## config.mk

```make
export PLATFORM = sky130hd
export DESIGN_NAME = qcf_out_fifo
export DESIGN_NICKNAME = d
export VERILOG_FILES = /design/src/qcf_pkg.sv /design/src/qcf_out_fifo.sv
export SDC_FILE = /design/constraint.sdc
export NUM_CORES = 1
export LEC_CHECK = 0
export ABC_CLOCK_PERIOD_IN_PS = 3400
export BUFFER_PORTS_ARGS = -buffer_cell sky130_fd_sc_hd__buf_2
export CAP_MARGIN = 5
export CORE_MARGIN = 4
export CORE_UTILIZATION = 40
export DETAILED_ROUTE_END_ITERATION = 8
export SKIP_CTS_REPAIR_TIMING = 1
export SLEW_MARGIN = 40
export SYNTH_ARGS = -nofsm -noshare
export SYNTH_HDL_FRONTEND = slang
export SYNTH_SLANG_ARGS = --single-unit
```

## constraint.sdc

```tcl
create_clock -name clk -period 3.4 [get_ports clk]
set_input_delay 0.17 -clock clk [delete_from_list [all_inputs] [get_ports clk]]
set_output_delay 0.17 -clock clk [all_outputs]
set_load 0.02 [all_outputs]
```

## src/qcf_pkg.sv

```systemverilog
// Package: shared types and constants for the quote conflation filter.
`timescale 1ns / 1ps
`default_nettype none
package qcf_pkg;
  localparam int unsigned TABLE_ENTRIES = 1024;
  localparam int unsigned IDX_W = $clog2(TABLE_ENTRIES);
  localparam int unsigned CNT_W = $clog2(TABLE_ENTRIES + 1);
  localparam int unsigned KEY_W = 104;
  localparam int unsigned CMD_DEPTH = 2;

  localparam logic [7:0] IND_C = 8'h43;
  localparam logic [7:0] IND_G = 8'h47;
  localparam logic [7:0] IND_K = 8'h4B;
  localparam logic [7:0] IND_M = 8'h4D;
  localparam logic [7:0] IND_N = 8'h4E;
  localparam logic [7:0] IND_P = 8'h50;
  localparam logic [7:0] IND_O = 8'h4F;

  // Quote after key formation and indicator decode.
  typedef struct packed {
    logic [KEY_W-1:0] key;
    logic [1:0]       sides;
    logic [31:0]      bid_price;
    logic [31:0]      bid_size;
    logic [31:0]      offer_price;
    logic [31:0]      offer_size;
  } quote_t;

  typedef struct packed {
    logic       publish;
    logic [1:0] sides;
    logic       is_new;
    logic       full;
  } result_t;

  typedef enum logic [2:0] {
    ST_IDLE, ST_SCAN, ST_WAIT, ST_CMP, ST_DONE
  } back_state_t;
endpackage
`default_nettype wire

```

## src/qcf_out_fifo.sv

```systemverilog
// Result queue: holds results until the consumer pops them.
`timescale 1ns / 1ps
`default_nettype none
module qcf_out_fifo (
  input  wire logic         clk,
  input  wire logic         rst_n,
  input  wire logic         res_valid,
  input  qcf_pkg::result_t  res_data,
  output logic              res_take,
  input  wire logic         pop,
  output logic              empty,
  output qcf_pkg::result_t  head
);
  import qcf_pkg::*;

  result_t    buf_r [CMD_DEPTH];
  logic       wp_r, rp_r;
  logic [1:0] cnt_r;
  logic       rd;

  assign res_take = res_valid && (cnt_r != 2'(CMD_DEPTH));
  assign empty    = (cnt_r == 2'd0);
  assign rd       = pop && !empty;
  assign head     = buf_r[rp_r];

  always_ff @(posedge clk) begin
    if (res_take) begin
      buf_r[wp_r] <= res_data;
    end
    if (!rst_n) begin
      wp_r  <= 1'b0;
      rp_r  <= 1'b0;
      cnt_r <= 2'd0;
    end else begin
      if (res_take) begin
        wp_r <= ~wp_r;
      end
      if (rd) begin
        rp_r <= ~rp_r;
      end
      cnt_r <= cnt_r + 2'(res_take) - 2'(rd);
    end
  end
endmodule
`default_nettype wire

```

# Word level (Yosys, flattened, before mapping)
# Memory sizes are Yosys's and may differ from the RTL's. A register that Yosys moved wholly into a read port is not among the register bits.
# Index checks and enable logic that the tools add are counted.
# word_totals
regBits	4
latch_bits	0
ram_bits	10
rom_bits	0
input_bits	9
out_inout_bits	7
elab_cells	17
memories	1
# mem_list
memory	words	width	rd	rd_ports_with_merged_regs	write_ports	line	text
buf_r	2	5	1	1	1	qcf_out_fifo.sv:16	result_t buf_r [CMD_DEPTH];
# op_classes
addsub	2
mul	0
div	0
order_cmp	0
eq_ne	1
shifts	0
n_mux	4
n_bitwise	2
reduce_logical	4
# op_table
op	count
$mux W1	4
$add A2 B1 Y2	1
$logic_and A1 B1 Y1	2
$logic_not A2 Y1	1
$ne A2 B2 Y1 const B	1
$not A1 Y1	2
$sub A2 B1 Y2	1
$logic_not A1 Y1	1

# Depth between registers and ports, before layout
# depth
ltp_word	5
ltp_mapped	7

# Least setup slack after synthesis
# Ideal clock, no wire load.
# synth_timing
path_type	reg-to-reg
startpoint	register cnt_r[1]
endpoint	register cnt_r[1]
t_arrival_ns	1.319
slack_ns	1.967
path_stages_with_launch	8
path_buffers	0
cell_sequence	dfxtp_1 -> o21a_2 -> ha_1 -> inv_1 -> ha_1 -> xor2_1 -> xnor2_1 -> nor2_1
# synth_between
elab_chain_len	4
elab_cells_between_ends	7
classes_between	2 x add/sub; 1 x eq/ne; 4 x reduce/logical
# synth_rtl
item	line	text
from (decl)	qcf_out_fifo.sv:18	logic [1:0] cnt_r;
from (signal assigned)	qcf_out_fifo.sv:41	cnt_r <= cnt_r + 2'(res_take) - 2'(rd);
$logic_not A2 Y1	qcf_out_fifo.sv:22	assign empty = (cnt_r == 2'd0);
$logic_not A1 Y1	qcf_out_fifo.sv:23	assign rd = pop && !empty;
$logic_and A1 B1 Y1	qcf_out_fifo.sv:23	
named net rd	qcf_out_fifo.sv:19	logic rd;
$sub A2 B1 Y2	qcf_out_fifo.sv:41	
# The timed path passes the listed nets, and every way through them passes these cells.
# A chain may end at the register's enable or synchronous reset.

# Worst setup path after layout
# Ends and elaborated chain as after synthesis.

==> tab_implementation.tex <==
\begin{tabular}{lr}
\hline
Metric & Value \\
\hline
\multicolumn{2}{l}{\textbf{Setup path}} \\
CP Class & reg2reg \\
Most common cell on crit path & sky130\_fd\_sc\_hd\_\_ha\_1 \\
Delay of the slowest cell on the worst path & about 0.36 ns \\
Buf/Inv on CP & 1 \\
CP Max Fanout & 4 \\
Critical Path AT & between 1.5 and 2 ns \\
Slowest stage cell, crit path & sky130\_fd\_sc\_hd\_\_dfxtp\_1 \\
Worst path required time & between 3 and 4 ns \\
Register-to-register path setup slack & 1.86 ns \\
Nature of the critical path startpoint & flip-flop \\
Cell class contributing the biggest share of worst-path delay & adder cells \\
CP Cell Sequence & o21a\_2, ha\_1, inv\_1, ha\_1, xor2\_1, xnor2\_1, nor2\_1 \\
Critical path capture point type & flip-flop \\
\multicolumn{2}{l}{\textbf{Pwr}} \\
Ratio of total power to cell area & a little under 800 mW/mm2 \\
Leakage power total & $\sim$0.0003 uW \\
Max IR drop VDD & $\sim$0.00032 V \\
\multicolumn{2}{l}{\textbf{Die}} \\
Core footprint & 0.00135 mm2 \\
Die width & $\sim$47 um \\
Number of placed I/O pins & 16 \\
Effective utilization at floorplan & a little over two fifths \\
Number of rows in the core area & 13 \\
Die Span Y & around 47 um \\
Die area & about 0.0022 mm2 \\
\multicolumn{2}{l}{\textbf{Placement}} \\
Port-buffer cells & 15 \\
Final HPWL DP & 773 um \\
GPL Wtd Cong & around 0.62 \\
\multicolumn{2}{l}{\textbf{Timing}} \\
Tightest Pin Transition & 0.432 ns \\
Max Transition Viols Final & 0 \\
Max-slew headroom & 71.1\% \\
Highest attainable clock frequency & 0.648 GHz \\
Number of hold-slack violations in the final timing report & 0 \\
Final critical-path share of the clock period & a little under half \\
Total Neg Setup Slack & 0 ns \\
Post-Route Hold Slack & about 0.076 ns \\
Final setup violation count & 0 \\
Setup repair after global routing missed its margin & false \\
Clock Skews & between 0.001 and 0.0015 ns \\
Final critical path time including I/O delays and setup & 1.54 ns \\
\multicolumn{2}{l}{\textbf{Yosys}} \\
Count of flip-flops with a built-in enable after synthesis & 10 \\
Seq/Total Area, Yosys & 67.5\% \\
Synth top cells by count & sky130\_fd\_sc\_hd\_\_edfxtp\_1, sky130\_fd\_sc\_hd\_\_dfxtp\_1, sky130\_fd\_sc\_hd\_\_mux2\_2, sky130\_fd\_sc\_hd\_\_nor2\_1, sky130\_fd\_sc\_hd\_\_inv\_1 \\
Netlist cell types & 15 \\
Primary FF master, synth & sky130\_fd\_sc\_hd\_\_edfxtp\_1 \\
Post-synthesis instance area & approximately 590 um2 \\
Warnings, synthesis & 0 \\
Largest cells by area after synthesis & sky130\_fd\_sc\_hd\_\_edfxtp\_1, sky130\_fd\_sc\_hd\_\_dfxtp\_1, sky130\_fd\_sc\_hd\_\_mux2\_2 \\
Syn Area/Cell & 14.8 um2 \\
Cell type contributing the most total cell area after synthesis & sky130\_fd\_sc\_hd\_\_edfxtp\_1 \\
Most instantiated library cell after synthesis & sky130\_fd\_sc\_hd\_\_edfxtp\_1 \\
Number of instances in the synthesized netlist & 40 \\
Syn\_nets & just over 50 \\
Fraction of synthesized cell area taken by the top area cell type & between 50\% and 60\% \\
Ys async rst share & 0\% \\
Post-synthesis sequential element count & 15 \\
\multicolumn{2}{l}{\textbf{Clock tree}} \\
Clock buffers created by TritonCTS & 3 \\
TritonCTS Sinks & 15 \\
Worst-Skew Late Latency & about 0.27 ns \\
Buffer levels on the longest clock path & 2 \\
Clock transition at the registers of the reported paths & 0.08 ns \\
Number of levels in the clock H-tree & 1 \\
Clk root buf & sky130\_fd\_sc\_hd\_\_clkbuf\_4 \\
TritonCTS clock tree & built \\
\multicolumn{2}{l}{\textbf{GRT}} \\
Global-route usage over all layers & 10.1\% \\
Via count of the first global-routing pass & $\sim$370 \\
First-pass GRT wire length & around 1400 um \\
Largest net degree at the start of global routing & 9 \\
Antenna violations before repair & 0 \\
Total gr overflow & 0 \\
\multicolumn{2}{l}{\textbf{Layout}} \\
Layout cell share with drive strength beyond 1 & 42.4\% \\
Ant. Diodes & 0 \\
Final Net Count & 71 \\
Layout overhead on the synthesized area & 20.3\% \\
\multicolumn{2}{l}{\textbf{Drt}} \\
First-pass iteration count of the detailed router & 4 \\
DRC violation count after routing & 0 \\
Final antenna-violating net count & 0 \\
Final routed wirelength across all metal layers & between 900 and 1000 um \\
Total vias in the final route & 348 \\
Drt wl/cell & $\sim$13 um \\
Iter 0 DRT Violations & 4 \\
Post-detailed-route via-to-cell ratio & 4.70 \\
\multicolumn{2}{l}{\textbf{Outcome}} \\
Outcome & completed \\
\multicolumn{2}{l}{\textbf{Min path}} \\
Path class of the lowest-slack min-delay path & in2reg \\
\multicolumn{2}{l}{\textbf{Job}} \\
Max\_cap viols & 0 \\
\hline
\end{tabular}
## routing by layer
metal,GRT usage (%),share of wire [%]
met5,0,0
met4,6.82,0
met3,3.52,8.4
met2,17.3,55
met1,10.2,37
## worst paths after layout
check	startpoint	endpoint	depth (start not counted)
max	cnt_r[1]	cnt_r[1]	7
min	res_data[1]	buf_r[1][1]	1
max reg2reg	cnt_r[1]	cnt_r[1]	7
min reg2reg	wp_r	wp_r	2
## power by group
group / internal (uW) / switching (uW) / total [uW]
Combinational: 92.3 / 111 / 204
Sequential: 238 / 26.7 / 264
Clock: 45.5 / 51.8 / 97.3
## cell families after synthesis
family,Yosys count,synth area share (%)
AND/OR/NAND/NOR,9,7.38
multiplexers,6,11.2
buffers and inverters,3,1.90
flip-flops,15,67.5
adder cells (fa/ha/maj),2,4.22
XOR/XNOR,3,4.43
AO/OA/AOI/OAI,2,3.38
## cell type report
cell class,count,area (um2)
clock buffers,4,26.3
fillers,127,637
inverters,3,11.3
multi-input cells,22,181
flip-flops and latches,15,400
well taps,15,18.8
repair buffers,15,75.1
## per-stage QoR
step / cell area (um2) / util (%) / total power (uW) / worst slack [ns] / instances
final: 713 / 52.8 / 565 / 1.86 / 74
after global routing: 713 / 52.8 / 599 / 1.76 / 74
after detailed placement: 687 / 50.9 / 477 / 1.86 / 70
after floorplan: 593 / - / 416 / 1.97 / 40
after CTS: 713 / 52.8 / 572 / 1.85 / 74
after global placement: 687 / 50.9 / 461 / 1.95 / 70
## state kept, by name (all words and copies together) (netlist names), named ones only
signal,count
buf_r,10
wp_r,1
cnt_r,2
rp_r,1
## cells in the final DEF (no fill, tap or decap), drive strengths merged
master	n
nand2b	1
nor2	4
a21boi	1
nor2b	1
mux2i	1
ha	2
inv	3
clkbuf	4
buf	15
mux2	5
and2	2
xnor2	2
xor2	1
o21a	1
dfxtp	5
nand2	1
edfxtp	10
Note: power is estimated with default switching activity, not from simulation.
