<file path="config.mk">
export PLATFORM = sky130hd
export DESIGN_NAME = qcf_front
export DESIGN_NICKNAME = d
export VERILOG_FILES = /design/src/qcf_pkg.sv /design/src/qcf_front.sv
export SDC_FILE = /design/constraint.sdc
export NUM_CORES = 1
export LEC_CHECK = 0
export BUFFER_PORTS_ARGS = -buffer_cell sky130_fd_sc_hd__buf_2
export CAP_MARGIN = 10
export CORE_MARGIN = 1
export CORE_UTILIZATION = 30
export DETAILED_ROUTE_END_ITERATION = 10
export GPL_TIMING_DRIVEN = 0
export PLACE_DENSITY = 0.61
export SETUP_SLACK_MARGIN = 0.2
export SKIP_CTS_REPAIR_TIMING = 1
export SLEW_MARGIN = 20
export SYNTH_ARGS = -nofsm -noshare
export SYNTH_HDL_FRONTEND = slang
export SYNTH_SLANG_ARGS = --single-unit
export TNS_END_PERCENT = 30
</file>
<file path="constraint.sdc">
create_clock -name clk -period 20.7 [get_ports clk]
set_input_delay 3.105 -clock clk [delete_from_list [all_inputs] [get_ports clk]]
set_output_delay 3.105 -clock clk [all_outputs]
set_load 0.1 [all_outputs]
</file>
<file path="src/qcf_pkg.sv">
// Package: shared types and constants for the quote conflation filter.
`timescale 1ns / 1ps
`default_nettype none
package qcf_pkg;
  localparam int unsigned TABLE_ENTRIES = 1024;
  localparam int unsigned IDX_W = $clog2(TABLE_ENTRIES);
  localparam int unsigned CNT_W = $clog2(TABLE_ENTRIES + 1);
  localparam int unsigned KEY_W = 104;
  localparam int unsigned CMD_DEPTH = 2;

  localparam logic [7:0] IND_C = 8'h43;
  localparam logic [7:0] IND_G = 8'h47;
  localparam logic [7:0] IND_K = 8'h4B;
  localparam logic [7:0] IND_M = 8'h4D;
  localparam logic [7:0] IND_N = 8'h4E;
  localparam logic [7:0] IND_P = 8'h50;
  localparam logic [7:0] IND_O = 8'h4F;

  // Quote after key formation and indicator decode.
  typedef struct packed {
    logic [KEY_W-1:0] key;
    logic [1:0]       sides;
    logic [31:0]      bid_price;
    logic [31:0]      bid_size;
    logic [31:0]      offer_price;
    logic [31:0]      offer_size;
  } quote_t;

  typedef struct packed {
    logic       publish;
    logic [1:0] sides;
    logic       is_new;
    logic       full;
  } result_t;

  typedef enum logic [2:0] {
    ST_IDLE, ST_SCAN, ST_WAIT, ST_CMP, ST_DONE
  } back_state_t;
endpackage
`default_nettype wire

</file>
<file path="src/qcf_front.sv">
// Front end: form the instrument key, decode the indicator, queue the quote.
`timescale 1ns / 1ps
`default_nettype none
module qcf_front (
  input  wire logic            clk,
  input  wire logic            rst_n,
  input  wire logic            push,
  output logic                 full,
  input  wire logic [39:0]     in_symbol_code,
  input  wire logic [23:0]     in_expiration_code,
  input  wire logic [31:0]     in_strike_value,
  input  wire logic [7:0]      in_participant_code,
  input  wire logic [7:0]      in_appendage_indicator,
  input  wire logic [31:0]     in_bid_price,
  input  wire logic [31:0]     in_bid_size,
  input  wire logic [31:0]     in_offer_price,
  input  wire logic [31:0]     in_offer_size,
  output logic                 q_valid,
  output qcf_pkg::quote_t      q_data,
  input  wire logic            q_take
);
  import qcf_pkg::*;

  quote_t     fifo_r [CMD_DEPTH];
  logic       wp_r, rp_r;
  logic [1:0] cnt_r;
  quote_t     qin;
  logic       wr;

  always_comb begin
    qin.key         = {in_symbol_code, in_expiration_code, in_strike_value,
                       in_participant_code};
    qin.bid_price   = in_bid_price;
    qin.bid_size    = in_bid_size;
    qin.offer_price = in_offer_price;
    qin.offer_size  = in_offer_size;
    unique case (in_appendage_indicator) inside
      IND_C, IND_G, IND_K, IND_M, IND_N, IND_P: qin.sides = 2'd1;
      IND_O:                                    qin.sides = 2'd2;
      default:                                  qin.sides = 2'd0;
    endcase
  end

  assign full    = (cnt_r == 2'(CMD_DEPTH));
  assign wr      = push && !full;
  assign q_valid = (cnt_r != 2'd0);
  assign q_data  = fifo_r[rp_r];

  always_ff @(posedge clk) begin
    if (wr) begin
      fifo_r[wp_r] <= qin;
    end
    if (!rst_n) begin
      wp_r  <= 1'b0;
      rp_r  <= 1'b0;
      cnt_r <= 2'd0;
    end else begin
      if (wr) begin
        wp_r <= ~wp_r;
      end
      if (q_take) begin
        rp_r <= ~rp_r;
      end
      cnt_r <= cnt_r + 2'(wr) - 2'(q_take);
    end
  end
endmodule
`default_nettype wire

</file>
* Yosys cells after proc, flatten, opt, wreduce, memory -nomap -nowiden *
Memory sizes are Yosys's and may differ from the RTL's. A register that Yosys moved wholly into a read port is not among the register bits.
Cells that the tools add are included.

operators by class
  add/subtract/negate cells = 2
  eq/ne operators = 8
  mux-type cells = 5
  bitwise gates (word level) = 2
  reductions and logical operators = 4

operators with widths
  kind                                                                    number
  8-bit by 7-bit equality test with 1-bit output (second input constant)  7
  6-bit OR reduction                                                      1
  1-bit 2-to-1 mux                                                        4
  2-bit one-hot mux with 2 select lines                                   1
  2-bit by 1-bit adder with 2-bit output                                  1
  2-bit equality test (second input constant)                             1
  1-bit NOT                                                               2
  2-bit nonzero test                                                      1
  2-bit by 1-bit subtractor with 2-bit output                             1
  1-bit logical AND                                                       1
  1-bit logical NOT                                                       1

storage, ports and cells
  RAM bits = 468
  logic and storage cells = 25
  flip-flop bits (word level) = 4
  memories = 1
  bits of input ports = 244

memory list
  name    words  bits a word  read ports  clocked after Yosys merged registers in  wr ports  line             source
  fifo_r  2      234          1           1                                        1         qcf_front.sv:24  quote_t fifo_r [CMD_DEPTH];

* Depth between registers and ports, before layout *
Gate-level depths: netlist of the first run.

  depth after elaboration = 5
  gate-level depth with buffers = 8
  depth with buffers taken out = 8

* Least setup slack after synthesis of the first run *
Ideal clock, no wire load.

  kind = input to register
  from = input port push
  to = memory fifo_r[1][0] in the netlist's numbering (enable)
  data arrival time = 8.490 ns
  cell stages on the path = 1
  setup slack = 11.584 ns
  data required time = 20.075 ns
  path through = and3_1

between the ends
  longest elaborated chain between the ends = 3

ends and longest elaborated chain
  what                                    line             source
  start, declared                         qcf_front.sv:7   input wire logic push,
  1-bit logical AND                       qcf_front.sv:45  assign wr = push && !full;
  1-bit 2-to-1 mux                        qcf_front.sv:50  if (wr) begin
  1-bit 2-to-1 mux (implied by the code)  qcf_front.sv:51  fifo_r[wp_r] <= qin;
  end, declared                           qcf_front.sv:24

Every way passes these cells.

==> impl_metrics.tcl, run 1 <==
set metrics [dict create \
    status "completed" \
    grtUsageMet3 0.0423 \
    grt_max_degree 95 \
    grt.busiest_layer "met2" \
    post-dp-hpwl_mm 26.5 \
    vdd_ir_drop_max_mv 0.0888 \
    synth_top_flop_cell "edfxtp_1" \
    syn_to_final_growth_pct 28.9 \
    syn_nets 1010 \
    dpl.cell_count 2023 \
    drive_gt1_frac 0.612 \
    nFillCells 5366 \
    finalWeightedCongestion 0.742 \
    relSlewSlack 0.569 \
    first_iter_violations 382 \
    use_met2 0.212 \
    syn_area_per_cell_um2 23.3 \
    ys_seq_elements 473 \
    avgViaCountPerCell 4.27 \
    io_buffers 479 \
    path_class "flop to output pin" \
    cts-root-buf "clkbuf_16" \
    insertion_delay_ns 0.57 \
    dpl_cell_area_mm2 0.0214 \
    p_int_mw 1.91 \
    sw_frac_of_total 0.383 \
    fp-row-count 89 \
    final_nets 1548 \
    crit_arrival_ns 2.19 \
    worst_clock_skew_ns 0.00989 \
    hold_viol_final 0 \
    critPathMaxStageDelay_ns 0.44 \
    drt_pass1_iterations 4 \
    first_global_vias 9345 \
    ys_async_sr_fraction 0 \
    grt_use_met1 0.133 \
    synthTopCellsByCount "edfxtp_1, mux2_4, mux2_2" \
    cp-end-kind "output pin" \
    synth_top_area_frac 0.788 \
    stdcell_area_mm2 0.0230 \
    power.leakage_nw 8.90 \
    cts.sinks 473 \
    ios 480 \
    pwr-share-clk 0.280 \
    ys_warn_count 0 \
    wl_per_cell_um 17.9 \
    crit_slowest_cell "buf_2" \
    rsz0062_at_grt "no" \
    coreArea_mm2 0.0589 \
    cts_tree "built" \
    synth.top_cells.by_area "edfxtp_1, mux2_4, mux2_2" \
    vias 9017 \
    cp.required_ns 17.59 \
    final.period_utilization 0.256 \
    ys_types 24 \
    seqPwrFrac 0.396 \
    switching_power_mw 1.19 \
    synth_edf_count 468 \
    fp.dieArea_mm2 0.0604 \
    tightestPinTransition_ns 0.647 \
    routed_wl_mm 37.8 \
    critPathLaunchType "flop" \
    powerDensity_mw_per_mm2 135 \
    grt_use_total 0.120 \
    syn_area_mm2 0.0178 \
    report.final.slew_viol_count 0 \
    crit_top_cell "buf_6" \
    antenna_found_initial 7 \
    crit_family "buffers and inverters" \
    cts_buffers 50 \
    layout_min_cycle_time_ns 5.29 \
    clock_tree.buffer_depth 3 \
    final-instance-count-excl-fill 2113 \
    synthesis.instances 764 \
    max-cap-violations 0 \
    route.detailed.drc 0 \
    p_comb_frac 0.324 \
    start_util 0.303 \
    hold_class "flop to flop" \
    grt_pass1_wl_mm 55.1 \
    path_buf_inv 4 \
    clkTransAtPathRegs_ns 0.06 \
    grt_overflow_total 0 \
    htree_levels 2 \
    fmax_mhz 189 \
    yosysMostFrequentCell "edfxtp_1" \
    setup_viol 0 \
    cp_max_fo 10 \
    finalSetupTns_ns 0 \
    antenna_left 0 \
    seq_area_frac_synth 0.794 \
    crit_chain "buf_6, buf_6, buf_6, mux2_4, buf_2" \
    dieHeight_um 246 \
    synth_area_leader_cell "edfxtp_1" \
    fp.dieW_um 246 \
]
## path summary, 6_finish.rpt
kind | start | end | slack [ns] | depth (start not counted)
setup / recovery | flop | q_data[134] | 15.41 | 5
setup reg to reg | cnt_r[0]$_SDFF_PN0_ | fifo_r[0][108]$_DFFE_PP_ | 18.29 | 5
hold / removal | wp_r$_SDFFE_PN0P_ | wp_r$_SDFFE_PN0P_ | 0.49 | 2
hold reg to reg | wp_r$_SDFFE_PN0P_ | wp_r$_SDFFE_PN0P_ | 0.49 | 2
## final cells by class
class                           count  area [um2]  area share
Inverter                            6        30.0     0.00131
Buffer                             26         249      0.0108
Timing Repair Buffer              486        2580       0.112
Clock inverter                     32         255      0.0111
Clock buffer                       57        1340      0.0583
Tap cell                          773         967      0.0421
Antenna cell                        1        2.50    0.000109
Sequential cell                   473       14200       0.616
Multi-Input combinational cell    259        3410       0.148
## state kept, by name, indices dropped and copies added (netlist names), named ones only
register,count
rp_r,1
fifo_r,468
cnt_r,2
wp_r,1
## per-stage QoR
step                      power (mW)  hold WS [ns]  utilization  setup slack [ns]
final                           3.10         0.492        0.390             15.41
after global routing            3.20         0.540        0.390             15.27
after CTS                       3.14         0.499        0.390             15.30
after detailed placement        2.26         0.490        0.363             15.54
after global placement          2.29         0.487        0.360              8.22
after floorplan                 2.12         0.458            -             11.58
## worst register-to-register path, delay by kind of cell (launching register included)
kind / cells / cell delay (ns)
buffers and inverters: 3 / 0.99
flip-flops: 1 / 0.33
AND/OR/NAND/NOR: 2 / 0.57
## logic make-up after synthesis
family / count (synthesis) / share of synthesized area
DFF: 473 / 0.794
xor gates and xnor gates: 4 / 0.00196
AOI/OAI and AO/OA: 4 / 0.00126
and+or+nand+nor: 15 / 0.00505
buffers and inverters: 32 / 0.0152
muxes: 234 / 0.181
adders and majority gates: 2 / 0.00140
## per-layer routing
metal / part of all wire / up-vias
li1: - / 4131
met1: 0.37 / 4494
met2: 0.52 / 307
met3: 0.076 / 73
met4: 0.025 / 12
met5: 0.0019 / -
## power groups by stage
stage | sequential (mW) | clock, mW | combinational, mW
final | 1.23 | 0.868 | 1.00
after global routing | 1.24 | 0.931 | 1.04
after CTS | 1.23 | 0.894 | 1.01
after detailed placement | 1.25 | 0 | 1.01
after global placement | 1.30 | 0 | 0.992
after floorplan | 1.27 | 0 | 0.849
## cells in the final DEF (no fill, tap or decap)
cell type / netlist / routed
or3_1: 1 / 1
mux2_2: 74 / 74
and3_4: 0 / 1
clkinv_4: 0 / 1
buf_2: 7 / 486
and3_1: 2 / 1
nor2_1: 3 / 3
o21ai_0: 2 / 2
clkbuf_16: 0 / 53
dfxtp_1: 5 / 5
o211ai_1: 1 / 1
and4b_1: 1 / 1
clkinvlp_4: 0 / 1
inv_8: 0 / 2
nor3b_1: 1 / 1
nor4b_1: 1 / 1
buf_12: 0 / 1
or2_2: 1 / 1
xor2_1: 2 / 2
and2_1: 1 / 1
xnor2_1: 2 / 2
inv_1: 6 / 5
nand2b_1: 1 / 1
bufinv_16: 0 / 4
diode_2: 0 / 1
buf_16: 0 / 6
edfxtp_1: 468 / 468
clkbuf_1: 0 / 4
buf_6: 19 / 19
clkinv_2: 0 / 11
nand3b_1: 1 / 1
nand2_1: 2 / 2
ha_1: 2 / 2
mux2_4: 160 / 160
clkinv_1: 0 / 14
a21oi_1: 1 / 1
Note: power is estimated with default switching activity, not from simulation.
==> run 2: changes to the inputs <==
==> constraint.sdc (replaced) <==
create_clock -name clk -period 5.2 [get_ports clk]
set_input_delay 0.78 -clock clk [delete_from_list [all_inputs] [get_ports clk]]
set_output_delay 0.78 -clock clk [all_outputs]
set_load 0.1 [all_outputs]
==> impl_metrics.tcl, run 2 (synthesis gave the netlist of run 1 again) <==
set metrics [dict create \
    first_iter_violations 356 \
    routed_wl_mm 38.5 \
    cts_buffers 51 \
    hp-start "in_expiration_code[10]" \
    worst_clock_skew_ns 0.00756 \
    cts_tree "built" \
    start_util 0.303 \
    path_buf_inv 4 \
    syn_to_final_growth_pct 29.1 \
    path_class "flop to output pin" \
    final.period_utilization 0.564 \
    pre_cts_slack_ns 2.46 \
    cp_max_fo 10 \
    tightestPinTransition_ns 0.616 \
    sw_frac_of_total 0.383 \
    reg2reg_to "fifo_r[0][6]$_DFFE_PP_" \
    grt_use_total 0.122 \
    fp.dieArea_mm2 0.0604 \
    critPathMaxStageDelay_ns 0.44 \
    layout_min_cycle_time_ns 2.93 \
    fmax_mhz 341 \
    report.final.slew_viol_count 0 \
    fp.dieW_um 246 \
    antenna_found_initial 7 \
    rsz0062_at_grt "no" \
    final_cell_mix "buf_2, edfxtp_1, mux2_4" \
    status "completed" \
    crit_arrival_ns 2.15 \
    clock_tree.buffer_depth 3 \
    grt_max_degree 94 \
    whs_path_depth 1 \
    final_nets 1549 \
    min_to "fifo_r[1][180]$_DFFE_PP_" \
    cp-end-kind "output pin" \
    hold_viol_final 0 \
    largest_register_ff_count 468 \
    first_global_vias 9348 \
    seqPwrFrac 0.396 \
    stdcell_area_mm2 0.0230 \
    cts-root-buf "clkbuf_16" \
    cp.depth 5 \
    finalWeightedCongestion 0.744 \
    reg2reg_setup_slack_ns 2.87 \
    setup_viol 0 \
    cts.sinks 473 \
    dieHeight_um 246 \
    switching_power_mw 4.74 \
    critPathLaunchType "flop" \
    crit_top_cell "buf_6" \
    power.leakage_nw 8.90 \
    final_common_cell "buf_2" \
    hold_class "input port to flop" \
    insertion_delay_ns 0.57 \
    vias 8968 \
    antenna_left 0 \
    avgViaCountPerCell 4.24 \
    crit_slowest_cell "buf_2" \
    finalPower_mw 12.4 \
    regMostFlops "fifo_r" \
    fp-row-count 89 \
    crit_family "buffers and inverters" \
    grt_pass1_wl_mm 55.5 \
    route.detailed.drc 0 \
    r2r_start "cnt_r[0]$_SDFF_PN0_" \
    pwr-share-clk 0.281 \
    max-cap-violations 0 \
    ios 480 \
    p_comb_frac 0.323 \
    reg2reg_depth 5 \
    powerDensity_mw_per_mm2 537 \
    dpl_cell_area_mm2 0.0214 \
    io_buffers 479 \
    nFillCells 5411 \
    coreArea_mm2 0.0589 \
    drt_pass1_iterations 4 \
    cp.required_ns 4.42 \
    crit_chain "buf_6, buf_6, buf_6, mux2_4, buf_2" \
    p_int_mw 7.63 \
    vdd_ir_drop_max_mv 0.332 \
    worst_slack_ns 2.27 \
    htree_levels 2 \
    clkTransAtPathRegs_ns 0.06 \
    relSlewSlack 0.589 \
    drive_gt1_frac 0.614 \
    grt_overflow_total 0 \
    post-dp-hpwl_mm 26.9 \
    reg_top3 "fifo_r: 468 flops, cnt_r: 2 flops" \
    wl_per_cell_um 18.2 \
]
-- run 2: changes by cell type in the layout (fill, tap and decap cells not counted) --
| cell | change |
|---|---|
| clkbuf_1 | +1 |
| inv_8 | -1 |
| clkinv_2 | -2 |
| inv_6 | +3 |
| clkinv_1 | -3 |
| buf_12 | -1 |
| clkinvlp_4 | +2 |
| buf_16 | +1 |
| diode_2 | +3 |
-- run 2: per-layer routing --
layer	share of wire	GRT usage	wire (um)
met5	0.0010	0	40
met4	0.029	0.0477	1130
met3	0.083	0.0449	3190
met2	0.51	0.209	19500
met1	0.38	0.137	14600
-- run 2: worst reg2reg max path, delay by kind of cell (launching register included) --
kind                   cells  cell delay (ns)
AND/OR/NAND/NOR            2             0.57
buffers and inverters      3             0.85
flip-flops                 1             0.34
-- run 2: worst max path at each step --
stage,to,start
after floorplan,fifo_r[0][0]$_DFFE_PP_,cnt_r[0]$_SDFF_PN0_
after global placement,fifo_r[0][103]$_DFFE_PP_,push
after detailed placement,fifo_r[0][214]$_DFFE_PP_,push
after CTS,q_data[141],flop
after global routing,q_data[139],flop
final,q_data[141],flop
-- run 2: layout make-up --
class                           instances  area (um2)  share of cell area
Clock buffer                           58        1350              0.0584
Antenna cell                            4        10.0            0.000435
Timing Repair Buffer                  486        2590               0.112
Clock inverter                         31         264              0.0115
Buffer                                 26         249              0.0108
Sequential cell                       473       14200               0.615
Inverter                                6        30.0             0.00130
Tap cell                              773         967              0.0420
Multi-Input combinational cell        259        3410               0.148
-- run 2: power by group through the flow --
stage               registers [mW]  clock network, mW  logic, mW
finish                        4.89               3.48       4.00
global route                  4.93               3.74       4.13
CTS                           4.90               3.60       4.04
detailed placement            4.98                  0       4.04
global placement              5.13                  0       3.96
floorplan                     5.05                  0       3.38
-- run 2: through the flow --
stage	std cells	TNS, ns	utilization	hold slack, ns
after floorplan	764	-285.65	-	0.458
after global placement	2016	-1156.87	0.360	0.469
after detailed placement	2023	0	0.363	0.498
after CTS	2112	0	0.391	0.335
after global routing	2114	0	0.391	0.351
final	2116	0	0.391	0.394
